## src/rtl/core/hvn_pkg.sv

```systemverilog
// Shared constants and item types for the heightmap vertex normal block.
// Used by heightmap_vertex_normal, hvn_sqrt and hvn_div; no dependencies.
package hvn_pkg;

  localparam int HEIGHT_BITS      = 16;
  localparam int HEIGHT_FRAC_BITS = 8;

  localparam int MASK_BITS      = 4;
  localparam int EDGE_FIRST_ROW = 0;
  localparam int EDGE_LAST_ROW  = 1;
  localparam int EDGE_FIRST_COL = 2;
  localparam int EDGE_LAST_COL  = 3;

  localparam int DIFF_BITS = HEIGHT_BITS + 1;
  localparam int SUM_BITS  = HEIGHT_BITS + 4;
  localparam int MAG_BITS  = SUM_BITS - 1;
  localparam int CNT_BITS  = 3;
  localparam int AZ_BITS   = HEIGHT_FRAC_BITS + CNT_BITS;
  localparam int LZ_BITS   = (MAG_BITS > AZ_BITS) ? MAG_BITS : AZ_BITS;
  localparam int POS_BITS  = $clog2(LZ_BITS);

  localparam int NORM_BITS = 24;
  localparam int SQ_BITS   = 2 * NORM_BITS;
  localparam int LEN2_BITS = SQ_BITS + 2;
  localparam int ROOT_BITS = NORM_BITS + 1;

  localparam int OUT_FRAC = 14;
  localparam int UNIT_OUT = 1 << OUT_FRAC;
  localparam int Q_BITS   = OUT_FRAC + 1;
  localparam int NUM_BITS = NORM_BITS + OUT_FRAC + 1;
  localparam int NXY_BITS = 16;
  localparam int NZ_BITS  = 15;

  typedef struct packed {
    logic signed [HEIGHT_BITS-1:0] h_nw;
    logic signed [HEIGHT_BITS-1:0] h_n;
    logic signed [HEIGHT_BITS-1:0] h_ne;
    logic signed [HEIGHT_BITS-1:0] h_w;
    logic signed [HEIGHT_BITS-1:0] h_c;
    logic signed [HEIGHT_BITS-1:0] h_e;
    logic signed [HEIGHT_BITS-1:0] h_sw;
    logic signed [HEIGHT_BITS-1:0] h_s;
    logic signed [HEIGHT_BITS-1:0] h_se;
    logic [MASK_BITS-1:0]          edge_mask;
  } in_t;

  typedef struct packed {
    logic signed [NXY_BITS-1:0] normal_x;
    logic signed [NXY_BITS-1:0] normal_y;
    logic [NZ_BITS-1:0]         normal_z;
  } out_t;

  // normalized magnitudes and signs of the summed normal
  typedef struct packed {
    logic                 nx;
    logic                 ny;
    logic [NORM_BITS-1:0] ax;
    logic [NORM_BITS-1:0] ay;
    logic [NORM_BITS-1:0] az;
  } vec_t;

endpackage

```

## src/rtl/core/hvn_sqrt.sv

```systemverilog
// Pipelined integer square root, one root bit per stage, vector carried alongside.
// Depends on hvn_pkg.
module hvn_sqrt (
  input  logic                             clk_i,
  input  logic                             rst_ni,
  input  logic                             en_i,
  input  logic                             valid_i,
  input  logic [hvn_pkg::LEN2_BITS-1:0]    len2_i,
  input  hvn_pkg::vec_t                    vec_i,
  output logic                             valid_o,
  output logic [hvn_pkg::ROOT_BITS-1:0]    root_o,
  output hvn_pkg::vec_t                    vec_o
);

  localparam int RootW = hvn_pkg::ROOT_BITS;
  localparam int Len2W = hvn_pkg::LEN2_BITS;
  localparam int RemW  = RootW + 3;

  logic               v_q    [RootW];
  logic [RootW-1:0]   root_q [RootW];
  logic [RemW-1:0]    rem_q  [RootW-1];
  logic [Len2W-1:0]   rad_q  [RootW-1];
  hvn_pkg::vec_t      vec_q  [RootW];

  for (genvar k = 0; k < RootW; k++) begin : g_stage
    localparam int BI = 2 * (RootW - 1 - k);
    logic             v_in;
    logic [RootW-1:0] root_in;
    logic [RemW-1:0]  rem_in;
    logic [RemW-1:0]  rem_sh;
    logic [RemW-1:0]  trial;
    logic [Len2W-1:0] rad_in;
    hvn_pkg::vec_t    vec_in;
    logic             fit;

    if (k == 0) begin : g_head
      assign v_in    = valid_i;
      assign root_in = '0;
      assign rem_in  = '0;
      assign rad_in  = len2_i;
      assign vec_in  = vec_i;
    end else begin : g_body
      assign v_in    = v_q[k-1];
      assign root_in = root_q[k-1];
      assign rem_in  = rem_q[k-1];
      assign rad_in  = rad_q[k-1];
      assign vec_in  = vec_q[k-1];
    end

    assign rem_sh = {rem_in[RemW-3:0], rad_in[BI+1:BI]};
    assign trial  = RemW'({root_in, 2'b01});
    assign fit    = (rem_sh >= trial);

    always_ff @(posedge clk_i or negedge rst_ni) begin
      if (!rst_ni) begin
        v_q[k] <= 1'b0;
      end else if (en_i) begin
        v_q[k] <= v_in;
      end
    end

    always_ff @(posedge clk_i) begin
      if (en_i) begin
        root_q[k] <= {root_in[RootW-2:0], fit};
        vec_q[k]  <= vec_in;
      end
    end

    if (k < RootW - 1) begin : g_carry
      always_ff @(posedge clk_i) begin
        if (en_i) begin
          rem_q[k] <= fit ? (rem_sh - trial) : rem_sh;
          rad_q[k] <= rad_in;
        end
      end
    end
  end

  assign valid_o = v_q[RootW-1];
  assign root_o  = root_q[RootW-1];
  assign vec_o   = vec_q[RootW-1];

endmodule

```

## config.mk

```make
export PLATFORM = sky130hd
export DESIGN_NAME = hvn_sqrt
export DESIGN_NICKNAME = d
export VERILOG_FILES = /design/src/rtl/core/hvn_pkg.sv /design/src/rtl/core/hvn_sqrt.sv
export SDC_FILE = /design/constraint.sdc
export NUM_CORES = 2
export LEC_CHECK = 0
export ABC_CLOCK_PERIOD_IN_PS = 6300
export BUFFER_PORTS_ARGS = -buffer_cell sky130_fd_sc_hd__buf_2
export CORE_MARGIN = 4
export CORE_UTILIZATION = 35
export DETAILED_ROUTE_END_ITERATION = 12
export GPL_TIMING_DRIVEN = 0
export HOLD_SLACK_MARGIN = 0.02
export PLACE_DENSITY = 0.6
export SYNTH_ARGS = -nofsm -noshare
export SYNTH_HDL_FRONTEND = slang
export SYNTH_MEMORY_MAX_BITS = 65536
export SYNTH_SLANG_ARGS = --single-unit
export TNS_END_PERCENT = 100
```

## constraint.sdc

```tcl
create_clock -name clk_i -period 6.3 [get_ports clk_i]
set_input_delay 1.26 -clock clk_i [delete_from_list [all_inputs] [get_ports clk_i]]
set_output_delay 1.26 -clock clk_i [all_outputs]
set_load 0.02 [all_outputs]
```

---- Yosys cells after proc, flatten, opt, wreduce, memory -nomap -nowiden ----
Memories as Yosys holds them, arrays and structs flattened.
Cells that the tools add are included.
cells by class
  $add $sub $neg .......................... 24
  multiply operators ...................... 0
  divide/modulo/power cells ............... 0
  order comparisons ....................... 25
  equal/unequal tests ..................... 0
  shift operators ......................... 0
  muxes and demuxes ....................... 26
  bitwise logic cells ..................... 0
  reduce and logical (&&, ||, !) cells .... 0
operators by type and width
  kind                 number
  $ge 28x27->1         24
  $mux 28              24
  $sub 28x27->28       23
  $sub 2x1->3 const B  1
  $ge 2x1->1 const B   1
  $mux 1               2
storage, ports and cells
  bits in registers ....................... 25
  latch bits .............................. 0
  RAM bits ................................ 4,347
  bits in read-only memories .............. 0
  bits of input ports ..................... 128
  output and inout bits ................... 100
  logic and storage cells ................. 104
  memories kept ........................... 4
memories
  memory  words  width  read ports  clocked after Yosys merged registers in  wr ports  line            source
  vec_q   25     74     25          0                                        25        hvn_sqrt.sv:23  hvn_pkg::vec_t vec_q [RootW];
  rad_q   24     50     24          0                                        24        hvn_sqrt.sv:22  logic [Len2W-1:0] rad_q [RootW-1];
  rem_q   24     28     24          0                                        24        hvn_sqrt.sv:21  logic [RemW-1:0] rem_q [RootW-1];
  root_q  25     25     25          0                                        25        hvn_sqrt.sv:20  logic [RootW-1:0] root_q [RootW];

---- Logic depth before layout (Yosys ltp) ----
An unclocked memory read counts as a cell.
  word-level depth ........................ 3
  depth in mapped cells ................... 14
  gate-level depth less buffers ........... 13

---- Least setup slack after synthesis ----
OpenSTA, ideal clock, no wires.
  path type ............................... reg2reg
  start ................................... memory rem_q[21][3] in the netlist's numbering
  end ..................................... memory rem_q[22][23] in the netlist's numbering, data pin
  library setup time ...................... 0.260 ns
  arrival ................................. 3.050 ns
  required time ........................... 6.040 ns
  setup slack ............................. 2.990 ns
  stages on the path, launching flop included .. 12
  path buffers ............................ 3
  clock period less this slack ............ 3.310 ns
  cell sequence ........................... edfxtp_1 -> ha_1 -> clkbuf_1 -> and3_1 -> a221oi_1 -> a311oi_1 -> or2_2 -> a31o_2 -> a211o_1 -> clkbuf_1 -> clkbuf_1 -> mux2_2
RTL lines
  what         line
  from (decl)  hvn_sqrt.sv:21

---- Worst setup path after layout ----
  start ................................... input en_i
  end ..................................... register v_q, in the netlist valid_o
RTL lines
  what                             line            source
  from (decl)                      hvn_sqrt.sv:6   input logic en_i,
  to (signal, indexed assignment)  hvn_sqrt.sv:58  v_q[k] <= v_in;
  to (decl)                        hvn_sqrt.sv:19  logic v_q [RootW];
No word-level cell between the ends.

==> summary.md <==
| Metric | Value |
|---|---|
| WL final | 198,000 um |
| Dpl cells | 12.3k |
| Psw | 0.0125 W |
| Postcts setup bufs | 0 |
| Final HPWL from detailed placement | 127,000 um |
| Synth warn | 0 |
| Fmax | 176 MHz |
| Placement-stage cell area | 134,000 sq um |
| CP Class | primary input to flip-flop |
| CP endpoint kind | flip-flop |
| Vias post-DR | 58.7k |
| # hold bufs at CTS | 0 |
| Area taken by multi-input logic gates | 22,600 sq um |
| Final instance area | 146,000 sq um |
| Crit-path slowest cell | buf_16 |
| Synth unique cells | 81 |
| Layout Cells excl Fill | 12.9k |
| Critical Path RT | 7.07 ns |
| Sink Count | 3,389 |
| Hold Path Class | primary input to async pin |
| Final hold slack | 0.364 ns |
| Final worst-path cycle share | 90.3% |
| Util after Layout | 40.5% |
| LEAKAGE | 52.4 nW |
| Startpoint types | primary input |
| Worst skew pair latency | 0.89 ns |
| Sequential Area | 102,000 sq um |
| Routed length per placed instance | 15.3 um |
| Post-route ant nets | 0 |
| Max cap viols | 0 |
| Post-synth EDFFs | 3,364 |
| Die Area | 370,000 sq um |
| Vias in the first global route | 60.6k |
| Num CTS Buffers | 362 |
| Register share of total power | 52.0% |
| Layout cells sized above 1 | 10.6% |
| Worst slew pin tran | 1.08 ns |
| Status | finished, final reports clean |
| Fillers | 32.0k |
| Syn avg cell area | 17.4 sq um |
| Drt first pass iters | 8 |
| Initial antenna violation count | 7 |
| P&R area growth vs syn | 15.4% |
| CP most frequent cell | buf_16 |
| Final setup vio count | 0 |
| Max IR drop VDD | 0.237 mV |
| GRT Overall Usage | 10.4% |
| Nets@finish | 8,332 |
| First-pass GRT wire length | 318,000 um |
| Final RePlAce weighted congestion | 0.885 |
| Area leader, netlist | edfxtp_1 |
| Sequential area share after synthesis | 80.5% |
| Clock Power Share | 38.2% |
| Worst-path clk slew | 0.06 ns |
| Core area | 359,000 sq um |
| Vias/cell | 4.55 |
| Max transition margin | 28.0% |
| Root buffer cell | clkbuf_16 |
| Post_cts resized | 0 |
| Combinational fraction of design power | 9.7% |
| Most frequent cells in the layout | edfxtp_1, inv_1, clkbuf_16, nand2_1, nor2_1 |
| Residual DRC count | 0 |
| DIE HEIGHT | 608 um |
| Syn Nets | 7,718 |
| I/O pin count | 228 |
| WP data arrival | 6.46 ns |
| Syn Inst Count | 7,238 |
| #FFs+latches synth | 3,389 |
| CP max stage delay | 0.54 ns |
| Tmin final | 5.69 ns |
| Internal cell power | 0.0416 W |
| Total gr overflow | 0 |
| Worst Skew | 0.0403 ns |
| Final Max Slew Viols | 0 |
| Main synth FF type | edfxtp_1 |
| Mapped Area | 126,000 sq um |
| CTS tree | built |
| Htree depth | 5 |
| Die width | 608 um |
| Fraction of registers with async set/reset | 0.738% |
| Top cells by area, synth | edfxtp_1, ha_1, xor2_1 |
| PnR Total Power | 0.0541 W |
| Synth top area share | 80.0% |
| Clock buffer depth | 4 |
| Critical path, cell by cell | buf_12 -> buf_16 -> buf_16 -> buf_16 -> buf_16 -> buf_16 -> buf_16 -> clkbuf_1 -> buf_1 -> mux2_2 |
| Cell Rows | 220 |
| 1st-iter DRT viols | 3,787 |
| Power Density | 371 nW/um^2 |
| Final hold vios | 0 |
| IO buf count | 227 |
| RSZ-0062 raised after global routing | no |
| Initial Util | 35.1% |
| Commonest non-fill, non-tap cell in the layout | edfxtp_1 |
| Largest net degree at the start of global routing | 188 |
| Sw Share | 23.1% |
| Crit Path Max Fanout | 175 |
## metrics by stage
| stage | TNS (ns) | setup slack [ns] |
|---|---|---|
| 5_1_grt | 0 | 0.124 |
| 3_3_place_gp | - | -50.32 |
| 4_1_cts | 0 | 0.215 |
| 6_report | 0 | 0.608 |
| 2_1_floorplan | 0 | 2.99 |
| 3_5_place_dp | -16.99 | -0.806 |
## worst max-delay path: cells and delay by family
family / cells / cell delay (ns)
multiplexers: 1 / 0.40
buffers and inverters: 9 / 3.92
## path summary, 6_finish.rpt
kind                                     to  slack [ns]  depth (start not counted)           from
setup / recovery                    valid_o        0.61                         10           en_i
hold / removal                      valid_o        0.36                          1         rst_ni
setup reg to reg              rem_q[13][12]        1.69                         13  root_q[12][0]
hold reg to reg               vec_q[0][701]        0.38                          0  vec_q[0][627]
max in group asynchronous  g_stage[22].v_in        5.55                          1         rst_ni
min in group clk_i            vec_q[0][701]        0.38                          0  vec_q[0][627]
## registers in the layout (all words and copies together), names as in the netlist
register      count
valid_o           1
root_q          325
rem_q           589
vec_q          1850
g_stage.v_in     24
rad_q           600
## synth_stat cells (all sizes together), types with 14 or more instances
cell    count
ha        352
a21o      112
or2        25
xor2      244
nand2b     64
nand4      39
a211oi     26
and2       14
inv       425
and3       30
dfrtp      25
nand3      88
nor2      362
nand2     362
or4        36
o21a       71
nor3      141
o31ai      21
mux2       63
edfxtp   3364
xnor2     240
a21oi     339
o21bai     31
nor2b      52
o21ai     270
or3        61
nor4       64
a31oi      33
clkbuf     79
## power by group through the flow
stage                     Combinational [W]  Clock [W]  Sequential [W]
after detailed placement            0.00527          0          0.0286
after global placement              0.00512          0          0.0309
after CTS                           0.00530     0.0216          0.0282
final                               0.00526     0.0207          0.0281
after floorplan                     0.00363          0          0.0283
after global routing                0.00592     0.0226          0.0283
## cells by family after synthesis
family,count (synthesis),synth area share (%)
DFF,3389,80.5
and+or+nand+nor,1391,5.38
AOI/OAI and AO/OA,1037,5.06
buffers and inverters,514,1.54
xor gates and xnor gates,484,3.36
adders and majority gates,352,3.49
muxes,70,0.621
other,1,0.00297
## metal layers
metal	track usage, %	wire length [um]	up-vias	share of wire [%]
met5	0	0	-	0
met4	4.78	8700	0	4.4
met3	2.17	8530	543	4.3
met2	18.6	102000	1090	51
met1	11.9	79100	28300	40
li1	-	-	28800	-
## area by class of cell
type	count	share of cell area, %
Timing Repair Buffer	250	1.21
Tap cell	4773	4.10
Multi-Input combinational cell	3335	15.5
Buffer	87	0.236
Clock inverter	201	1.48
Inverter	427	1.10
Antenna cell	1	0.00172
Sequential cell	3389	69.8
Clock buffer	453	6.55
No activity file was read; power rests on OpenSTA's default activity.
